`src/hdl/cvfc_pkg.sv`:
```
// Shared constants, codes and control/status types of the frequency calibration sweep.
package cvfc_pkg;

   localparam int STEP_COUNT_DEF  = 100;
   localparam int TABLE_DEPTH_DEF = 128;

   localparam int MODE_W  = 2;
   localparam int TIME_W  = 64;
   localparam int FREQ_W  = 32;
   localparam int VOLT_W  = 16;
   localparam int TICK_W  = 32;
   localparam int STEP_W  = 8;
   localparam int ENTRY_W = FREQ_W + VOLT_W;

   localparam logic [TICK_W-1:0]        TIMEOUT_RESET = 32'd10000000;
   localparam logic signed [VOLT_W-1:0] V_MINUS_ONE   = -16'sd16384;
   localparam logic signed [VOLT_W-1:0] V_PLUS_ONE    = 16'sd16384;

   typedef enum logic [MODE_W-1:0] {
      MODE_PERIOD  = 2'd0,
      MODE_REQUEST = 2'd1,
      MODE_CANCEL  = 2'd2,
      MODE_IGNORE  = 2'd3
   } mode_type;

   typedef enum logic [4:0] {
      ST_IDLE,
      ST_DECIDE,
      ST_SV_WAIT,
      ST_INS_BEGIN,
      ST_INS_WAIT,
      ST_INS_CHK,
      ST_SHF_INIT,
      ST_SHF_WAIT,
      ST_SHF_WR,
      ST_PUT,
      ST_LK_BEGIN,
      ST_LK_WAIT,
      ST_LK_CHK,
      ST_LK_MUL,
      ST_LK_DIV,
      ST_LK_DIVW,
      ST_PUSH
   } state_type;

   typedef enum logic [4:0] {
      OP_NONE,
      OP_CAPTURE,
      OP_SV_START,
      OP_SV_END,
      OP_POS_ZERO,
      OP_POS_NEXT,
      OP_IDX_TOP,
      OP_IDX_DEC,
      OP_SHF_WR,
      OP_PUT,
      OP_LK_INIT,
      OP_LK_ADV,
      OP_LK_HIT,
      OP_LK_MUL,
      OP_LK_DIV,
      OP_LK_END,
      OP_LK_MISS,
      OP_PUSH
   } dp_op_type;

   typedef struct packed {
      dp_op_type         op;
      logic              set_latest;
      logic              drive_m1;
      logic              gate_close;
      logic              lst_now;
      logic              lst_clear;
      logic              count_clear;
      logic              held_m1;
      logic              sweep_active;
      logic [STEP_W-1:0] step;
   } cmd_type;

   typedef struct packed {
      mode_type mode;
      logic     sample_valid;
      logic     freq_zero;
      logic     latest_zero;
      logic     timeout;
      logic     count_zero;
      logic     count_full;
      logic     pos_at_count;
      logic     key_eq;
      logic     key_gt;
      logic     idx_zero;
      logic     idx_at_pos;
      logic     lk_hit;
      logic     lk_last;
      logic     div_busy;
      logic     rsp_free;
   } status_type;

endpackage

```
`src/hdl/cvfc_ctrl.sv`:
```
// Controller: sweep state flags and the sequencer that drives the datapath.
module cvfc_ctrl #(
   parameter int STEP_COUNT = cvfc_pkg::STEP_COUNT_DEF
) (
   input  logic                 clock,
   input  logic                 reset,
   input  logic                 req_valid,
   output logic                 req_ready,
   input  cvfc_pkg::status_type status,
   output cvfc_pkg::cmd_type    cmd
);

   localparam int SW = cvfc_pkg::STEP_W;

   cvfc_pkg::state_type state_ff, state_in;
   logic          run_ff, run_in, active_ff, active_in, await_ff, await_in, seen_ff, seen_in;
   logic [SW-1:0] step_ff, step_in;

   logic is_period, d_start, d_end_step, d_tmo, d_sv, d_ins, d_cancel, d_stop;
   logic run_after, d_lookup;

   // decision for one word, valid in the decide state
   always_comb begin
      is_period  = status.mode == cvfc_pkg::MODE_PERIOD;
      d_start    = is_period && run_ff && !active_ff;
      d_end_step = is_period && run_ff && (step_ff > SW'(STEP_COUNT));
      d_tmo      = is_period && run_ff && !d_end_step && active_ff && status.timeout;
      d_sv       = is_period && run_ff && !d_end_step && !d_tmo && !await_ff
                   && status.sample_valid && status.freq_zero;
      d_ins      = is_period && run_ff && !d_end_step && !d_tmo && await_ff
                   && status.sample_valid;
      d_cancel   = is_period && !run_ff && (step_ff != '0);
      d_stop     = d_end_step || d_tmo || d_cancel;
      case (status.mode)
         cvfc_pkg::MODE_PERIOD:  run_after = run_ff && !d_stop;
         cvfc_pkg::MODE_REQUEST: run_after = 1'b1;
         cvfc_pkg::MODE_CANCEL:  run_after = 1'b0;
         default:                run_after = run_ff;
      endcase
      d_lookup   = is_period && !run_after && (seen_ff || status.sample_valid);
   end

   always_comb begin
      state_in = state_ff;
      unique case (state_ff)
         cvfc_pkg::ST_IDLE: begin
            if (req_valid) state_in = cvfc_pkg::ST_DECIDE;
         end
         cvfc_pkg::ST_DECIDE: begin
            if (d_sv)          state_in = cvfc_pkg::ST_SV_WAIT;
            else if (d_ins)    state_in = cvfc_pkg::ST_INS_BEGIN;
            else if (d_lookup) state_in = cvfc_pkg::ST_LK_BEGIN;
            else               state_in = cvfc_pkg::ST_PUSH;
         end
         cvfc_pkg::ST_SV_WAIT: begin
            if (!status.div_busy) state_in = cvfc_pkg::ST_PUSH;
         end
         cvfc_pkg::ST_INS_BEGIN: begin
            if (status.count_full)      state_in = cvfc_pkg::ST_PUSH;
            else if (status.count_zero) state_in = cvfc_pkg::ST_PUT;
            else                        state_in = cvfc_pkg::ST_INS_WAIT;
         end
         cvfc_pkg::ST_INS_WAIT: state_in = cvfc_pkg::ST_INS_CHK;
         cvfc_pkg::ST_INS_CHK: begin
            if (status.key_eq)                         state_in = cvfc_pkg::ST_PUSH;
            else if (status.key_gt && !status.idx_zero) state_in = cvfc_pkg::ST_INS_WAIT;
            else                                       state_in = cvfc_pkg::ST_SHF_INIT;
         end
         cvfc_pkg::ST_SHF_INIT: begin
            if (status.pos_at_count) state_in = cvfc_pkg::ST_PUT;
            else                     state_in = cvfc_pkg::ST_SHF_WAIT;
         end
         cvfc_pkg::ST_SHF_WAIT: state_in = cvfc_pkg::ST_SHF_WR;
         cvfc_pkg::ST_SHF_WR: begin
            if (status.idx_at_pos) state_in = cvfc_pkg::ST_PUT;
            else                   state_in = cvfc_pkg::ST_SHF_WAIT;
         end
         cvfc_pkg::ST_PUT: state_in = cvfc_pkg::ST_PUSH;
         cvfc_pkg::ST_LK_BEGIN: begin
            if (status.latest_zero || active_ff || status.count_zero) begin
               state_in = cvfc_pkg::ST_PUSH;
            end else begin
               state_in = cvfc_pkg::ST_LK_WAIT;
            end
         end
         cvfc_pkg::ST_LK_WAIT: state_in = cvfc_pkg::ST_LK_CHK;
         cvfc_pkg::ST_LK_CHK: begin
            if (status.lk_hit)       state_in = cvfc_pkg::ST_LK_MUL;
            else if (status.lk_last) state_in = cvfc_pkg::ST_PUSH;
            else                     state_in = cvfc_pkg::ST_LK_WAIT;
         end
         cvfc_pkg::ST_LK_MUL: state_in = cvfc_pkg::ST_LK_DIV;
         cvfc_pkg::ST_LK_DIV: state_in = cvfc_pkg::ST_LK_DIVW;
         cvfc_pkg::ST_LK_DIVW: begin
            if (!status.div_busy) state_in = cvfc_pkg::ST_PUSH;
         end
         cvfc_pkg::ST_PUSH: begin
            if (status.rsp_free) state_in = cvfc_pkg::ST_IDLE;
         end
         default: state_in = cvfc_pkg::ST_IDLE;
      endcase
   end

   always_comb begin
      cmd              = '0;
      cmd.op           = cvfc_pkg::OP_NONE;
      cmd.step         = step_ff;
      cmd.sweep_active = active_ff;
      run_in           = run_ff;
      active_in        = active_ff;
      await_in         = await_ff;
      seen_in          = seen_ff;
      step_in          = step_ff;
      req_ready        = 1'b0;
      unique case (state_ff)
         cvfc_pkg::ST_IDLE: begin
            req_ready = 1'b1;
            if (req_valid) cmd.op = cvfc_pkg::OP_CAPTURE;
         end
         cvfc_pkg::ST_DECIDE: begin
            run_in = run_after;
            if (is_period && status.sample_valid) begin
               cmd.set_latest = 1'b1;
               seen_in        = 1'b1;
            end
            if (d_start) begin
               cmd.drive_m1    = 1'b1;
               cmd.gate_close  = 1'b1;
               cmd.lst_now     = 1'b1;
               cmd.count_clear = 1'b1;
               active_in       = 1'b1;
            end
            if (d_sv) begin
               cmd.op      = cvfc_pkg::OP_SV_START;
               cmd.lst_now = 1'b1;
               await_in    = 1'b1;
            end
            if (d_ins) begin
               cmd.gate_close = 1'b1;
               cmd.lst_now    = 1'b1;
               await_in       = 1'b0;
               step_in        = step_ff + SW'(1);
            end
            if (d_stop) begin
               cmd.count_clear = d_tmo || d_cancel;
               cmd.lst_clear   = 1'b1;
               cmd.held_m1     = 1'b1;
               cmd.drive_m1    = 1'b1;
               cmd.gate_close  = 1'b1;
               active_in       = 1'b0;
               await_in        = 1'b0;
               step_in         = '0;
            end
         end
         cvfc_pkg::ST_SV_WAIT: begin
            if (!status.div_busy) cmd.op = cvfc_pkg::OP_SV_END;
         end
         cvfc_pkg::ST_INS_BEGIN: begin
            if (status.count_full)      cmd.op = cvfc_pkg::OP_NONE;
            else if (status.count_zero) cmd.op = cvfc_pkg::OP_POS_ZERO;
            else                        cmd.op = cvfc_pkg::OP_IDX_TOP;
         end
         cvfc_pkg::ST_INS_WAIT: cmd.op = cvfc_pkg::OP_NONE;
         cvfc_pkg::ST_INS_CHK: begin
            if (status.key_eq)                          cmd.op = cvfc_pkg::OP_NONE;
            else if (status.key_gt && !status.idx_zero) cmd.op = cvfc_pkg::OP_IDX_DEC;
            else if (status.key_gt)                     cmd.op = cvfc_pkg::OP_POS_ZERO;
            else                                        cmd.op = cvfc_pkg::OP_POS_NEXT;
         end
         cvfc_pkg::ST_SHF_INIT: begin
            if (!status.pos_at_count) cmd.op = cvfc_pkg::OP_IDX_TOP;
         end
         cvfc_pkg::ST_SHF_WAIT: cmd.op = cvfc_pkg::OP_NONE;
         cvfc_pkg::ST_SHF_WR:   cmd.op = cvfc_pkg::OP_SHF_WR;
         cvfc_pkg::ST_PUT:      cmd.op = cvfc_pkg::OP_PUT;
         cvfc_pkg::ST_LK_BEGIN: begin
            if (status.latest_zero || active_ff || status.count_zero) begin
               cmd.op = cvfc_pkg::OP_LK_MISS;
            end else begin
               cmd.op = cvfc_pkg::OP_LK_INIT;
            end
         end
         cvfc_pkg::ST_LK_WAIT: cmd.op = cvfc_pkg::OP_NONE;
         cvfc_pkg::ST_LK_CHK: begin
            if (status.lk_hit)       cmd.op = cvfc_pkg::OP_LK_HIT;
            else if (status.lk_last) cmd.op = cvfc_pkg::OP_LK_MISS;
            else                     cmd.op = cvfc_pkg::OP_LK_ADV;
         end
         cvfc_pkg::ST_LK_MUL: cmd.op = cvfc_pkg::OP_LK_MUL;
         cvfc_pkg::ST_LK_DIV: cmd.op = cvfc_pkg::OP_LK_DIV;
         cvfc_pkg::ST_LK_DIVW: begin
            if (!status.div_busy) cmd.op = cvfc_pkg::OP_LK_END;
         end
         cvfc_pkg::ST_PUSH: begin
            if (status.rsp_free) cmd.op = cvfc_pkg::OP_PUSH;
         end
         default: cmd.op = cvfc_pkg::OP_NONE;
      endcase
   end

   always_ff @(posedge clock) begin
      if (reset) begin
         state_ff  <= cvfc_pkg::ST_IDLE;
         run_ff    <= 1'b0;
         active_ff <= 1'b0;
         await_ff  <= 1'b0;
         seen_ff   <= 1'b0;
         step_ff   <= '0;
      end else begin
         state_ff  <= state_in;
         run_ff    <= run_in;
         active_ff <= active_in;
         await_ff  <= await_in;
         seen_ff   <= seen_in;
         step_ff   <= step_in;
      end
   end

   a_accept_decides: assert property (@(posedge clock) disable iff (reset)
      (req_valid && req_ready) |=> (state_ff == cvfc_pkg::ST_DECIDE))
      else $error("accepted word not followed by decide");
   a_step_bound: assert property (@(posedge clock) disable iff (reset)
      step_ff <= SW'(STEP_COUNT + 1))
      else $error("step index past sweep end");
   a_await_active: assert property (@(posedge clock) disable iff (reset)
      await_ff |-> active_ff)
      else $error("awaiting response without active sweep");
   a_step_active: assert property (@(posedge clock) disable iff (reset)
      (step_ff != '0) |-> active_ff)
      else $error("nonzero step without active sweep");

endmodule

```
`config.mk`:
```
export PLATFORM = sky130hd
export DESIGN_NAME = cvfc_ctrl
export DESIGN_NICKNAME = d
export VERILOG_FILES = /design/src/hdl/cvfc_pkg.sv /design/src/hdl/cvfc_ctrl.sv
export SDC_FILE = /design/constraint.sdc
export NUM_CORES = 1
export LEC_CHECK = 0
export ABC_AREA = 1
export ABC_CLOCK_PERIOD_IN_PS = 1500
export BUFFER_PORTS_ARGS = -buffer_cell sky130_fd_sc_hd__buf_2
export CAP_MARGIN = 20
export CORE_MARGIN = 2
export CORE_UTILIZATION = 35
export DETAILED_ROUTE_END_ITERATION = 8
export GPL_TIMING_DRIVEN = 1
export MAX_ROUTING_LAYER = met4
export PLACE_DENSITY_LB_ADDON = 0.1
export SYNTH_ARGS = -nofsm -noshare
export SYNTH_HDL_FRONTEND = slang
export SYNTH_SLANG_ARGS = --single-unit
```
`constraint.sdc`:
```
create_clock -name clock -period 1.5 [get_ports clock]
set_input_delay 0.15 -clock clock [delete_from_list [all_inputs] [get_ports clock]]
set_output_delay 0.15 -clock clock [all_outputs]
set_load 0.05 [all_outputs]
```
## Word level (Yosys, flattened, before mapping)

Cells that the tools add are included.

- Register bits: 17
- Logic and storage cells: 121
- Input port bits: 20
- Output and inout port bits: 22

- Multiplexer cells: 47
- Add/sub/neg operators: 1
- Eq/ne operators: 21
- Order comparisons: 1
- Reductions and logical operators: 45

Operators by type and width:

| cell | number |
|---|---|
| 5-bit one-hot mux with 16 select lines | 1 |
| 5-bit 2-to-1 mux | 14 |
| 5-bit one-hot mux with 14 select lines | 1 |
| 5-bit by 4-bit equality test with 1-bit output, second input constant | 8 |
| 5-bit by 3-bit equality test with 1-bit output, second input constant | 4 |
| 1-bit logical AND | 19 |
| 4-bit 2-to-1 mux | 4 |
| 8-bit 2-to-1 mux | 2 |
| 3-bit 2-to-1 mux | 5 |
| 2-bit 2-to-1 mux | 7 |
| 1-bit 2-to-1 mux | 11 |
| 5-bit by 2-bit equality test with 1-bit output, second input constant | 2 |
| 8-bit by 1-bit adder with 8-bit output, second input constant | 1 |
| 8-bit by 7-bit > comparator with 1-bit output, second input constant | 1 |
| 1-bit zero test | 8 |
| 2-bit AND reduction | 4 |
| 8-bit nonzero test | 1 |
| 7-bit 2-to-1 mux | 1 |
| 1-bit logical OR | 6 |
| 2-bit != test, second input constant | 3 |
| 5-bit by 1-bit equality test with 1-bit output, second input constant | 1 |
| 5-bit equality test, second input constant | 1 |
| 5-bit zero test | 1 |
| 2-bit nonzero test | 2 |
| other kinds (7) | 7 |

## Longest topological paths before layout

- Depth in word-level cells: 19
- Mapped depth: 14
- Mapped depth without buffers: 14

## Worst setup path before layout

OpenSTA, ideal clock, no wires.

- Path kind: flip-flop to output port
- Start point: register step_ff[6]
- End point: output port cmd[12] (netlist bit)
- Stages on the path, launching flop included: 11
- Path slack: -0.583 ns
- Arrival time: 1.933 ns
- Path buffers: 0
- Required time: 1.350 ns
- Path through: dfxtp_1 -> nand2_1 -> nor2_2 -> nand2_2 -> nand2_4 -> nand3_4 -> nor2_1 -> nand3_1 -> nor2_1 -> inv_1 -> nand3_1

RTL lines:

| item | RTL line | text |
|---|---|---|
| from (decl) | cvfc_ctrl.sv:17 | `logic [SW-1:0] step_ff, step_in;` |
| from (signal assigned) | cvfc_ctrl.sv:215 | `step_ff <= step_in;` |
| to (decl) | cvfc_ctrl.sv:10 | `output cvfc_pkg::cmd_type cmd` |

==> impl_metrics.csv <==
group,metric,value,unit
yosys,yosys.cell_types.count,36,
yosys,ys_ff_latch,17,
detailed_routing,via_per_inst,4.931,
sta,finalCritPeriodShare,127.6,%
outcome,outcome,"complete, but fails checks",
worst_setup_path,cp-start-kind,"register",
worst_setup_path,cp_num_buf_inv,4,
finish,design_area,3008,um2
worst_setup_path,cpPeakStageDelay,0.35,ns
finish,mostFrequentLayoutCells,"56 x buf_4, 35 x nand2_1, 28 x buf_2, 23 x inv_1, 17 x nand3_2",
floorplan,pin_count,42,
detailed_routing,drt_iter0_markers,75,
sta,slew_viol_final,0,
placed_design,numPortBuffers,41,
worst_setup_path,cp_cell_sequence,"inv_2, ha_4, inv_2, nor2_2, nand2_2, nand2_4, nand3_4, nor2_4, nand3_2, nor2_4, inv_2, nand3_4, buf_8",
clocking,clock-sinks,17,
clocking,clock_latency,0.26,ns
yosys,synth-main-ff-cell,"dfxtp_1",
worst_setup_path,end_kind,"primary output",
detailed_routing,drt-pass1-iter-count,4,
finish,mostFrequentLayoutCell,"buf_4",
yosys,syn-num-nets,268,
min_path,hold_class,"input pin to register",
placed_design,postPlaceCellArea,2341,um2
finish,diodes,0,
yosys,ys_seq_area_share,22.74,%
global_routing,antenna_found_initial,0,
global_routing,grt_use_total,23.77,%
yosys,synthTopCellsByArea,"dfxtp_1 23%, nand2_1 14%, nand3_1 10%",
floorplan,dieHeight,69.39,um
min_path,worstHoldStart,"status[15]",
floorplan,rows,23,
clocking,clk_pin_slew,0.08,ns
global_routing,grt_max_degree,14,
worst_setup_path,crit_type,"register to primary output",
yosys,yosysWarnings,0,
global_routing,grt_busiest_layer,"met2",
detailed_routing,routed_wl,5660,um
sta,setup_ws,-0.4144,ns
global_routing,grt.met1_usage,34.48,%
yosys,async_flop_share,0,%
detailed_routing,route.antenna.remaining_nets,0,
worst_setup_path,startpoint,"step_ff[1]",
sta,tightestPinTransition,0.3974,ns
worst_setup_path,r2r-start,"step_ff[1]",
clocking,cts_tree,"yes",
worst_setup_path,path_delay_family,"simple AND/OR/NAND/NOR gates",
global_routing,overflow,0,
clocking,hold_buffers,0,
sta,rsz0062_at_grt,"yes",
floorplan,die_w,69.39,um
finish,layout-drive-gt1-share,66.48,%
floorplan,dieArea,4814,um2
worst_setup_path,crit_fanout,3,
clocking,htree_levels,1,
detailed_routing,avgRoutedWirePerCell,13.98,um
global_routing,grt_pass1_vias,1941,
yosys,avgSynthCellArea,6.083,um2
worst_setup_path,crit_required,1.35,ns
detailed_routing,vias,1997,
clocking,cts_buffer_depth,2,
worst_setup_path,worst_ep_arrival_time,1.76,ns
yosys,synth_top_area_cell,"dfxtp_1",
finish,syn2layout_area_growth,101.0,%
yosys,synth_top_cell_area_share,22.74,%
sta,slew_headroom,73.51,%
outcome,violations,"setup timing",
sta,finalCriticalPeriod,1.914,ns
sta,fin_skew,0.006554,ns
yosys,syn_area,1496,um2
worst_setup_path,crit_slowest_cell,"dfxtp_4",
pwr,p_leak,0.001461,uW
detailed_routing,drc_errors,0,
sta,final-setup-viol-count,27,
sta,fmax,0.5224,GHz
global_routing,grt_pass1_wl,9163,um
finish,fin_nets,378,
run,maxCapViolCount,0,
sta,hold_viol,0,
pwr,vdd_drop_max,0.7054,mV
sta,timing.hold.ws,0.2734,ns
global_routing,use_met2,36.32,%
floorplan,core_area,4058,um2
placed_design,place_ws,-0.2415,ns
pwr,p_per_area,1006,nW/um2
placed_design,dp_hpwl,4130,um
floorplan,initial_core_util,36.88,%
worst_setup_path,crit_top_cell,"inv_2",
yosys,synth_edf_count,0,
global_routing,grt_use_met3,3.198,%
placed_design,place_congestion,1.015,
yosys,synth_cells,246,
clocking,cts_root_buffer,"clkbuf_8",
clocking,cts_buffers,3,
synth_stat cells, types with 6 or more instances:
library cell	count
inv_2	13
inv_1	32
nand4_1	7
nand2_1	54
nor3_1	8
nor2_2	6
nand3_1	30
a21oi_1	14
dfxtp_1	17
nor2_1	24
timing repair:
item | in CTS | in global routing
endpoints found under the hold margin | 0 | 0
setup endpoints to repair | 28 | 28
cloned | 1 | 0
pin swaps | 24 | 14
buffers inserted | 9 | 6
gates resized for setup | 99 | 38
state kept, by name (all words and copies together), names as in the netlist:
| signal | cells |
|---|---|
| step_ff | 8 |
| seen_ff | 1 |
| state_ff | 5 |
| active_ff | 1 |
| await_ff | 1 |
| run_ff | 1 |
cells by family (layout without fill, tap and decap cells):
| kind of cell | Yosys count | in the layout | share of synthesized area, % |
|---|---|---|---|
| AND/OR/NAND/NOR | 150 | 151 | 51.17 |
| buffers and inverters | 48 | 156 | 12.54 |
| AO/OA/AOI/OAI | 26 | 26 | 10.12 |
| flip-flops | 17 | 17 | 22.74 |
| XOR/XNOR | 3 | 3 | 1.756 |
| adder cells (fa/ha/maj) | 2 | 2 | 1.672 |
power breakdown:
group          leakage [uW]  total [uW]  internal, uW  switching, uW
Sequential         0.000147         614           518           96.5
Combinational       0.00129        2030           865           1170
Clock             0.0000217         380           187            192
Total               0.00146        3020          1570           1450
final cells by class:
type / instances / area (um2)
repair buffers: 107 / 864.6
inverters: 45 / 197.7
well taps: 50 / 62.56
multi-input cells: 182 / 1453
clock buffers: 3 / 41.29
clock inverters: 1 / 7.507
flip-flops and latches: 17 / 381.6
fillers: 323 / 1050
worst min-delay path, cell delays in order:
cell and delay [ns]:
buf_2 0.11, a21oi_1 0.15, a221oi_2 0.08
per-stage QoR:
step           util [%]  instances  total power (uW)  TNS [ns]
2_1_floorplan         -        246              1542    -1.227
3_3_place_gp      57.69        388              2125    -3.765
3_5_place_dp      57.69        388              2127    -3.715
4_1_cts           69.50        401              2785    -5.964
5_1_grt           74.13        405              3182    -9.072
6_report          74.13        405              3025    -6.943
worst paths after layout:
check	slack [ns]	cells after the start	to
worst max register to register	-0.31	15	state_ff[4]
worst max-delay path	-0.41	13	cmd[12]
worst min register to register	0.49	2	seen_ff
worst min-delay path	0.27	3	run_ff
per-layer routing:
metal | vias up | routed length (um)
li1 | 1029 | -
met5 | - | 0
met2 | 45 | 2691
met4 | 0 | 42
met1 | 919 | 2668
met3 | 4 | 257
Power figures use the tool's default switching activity.
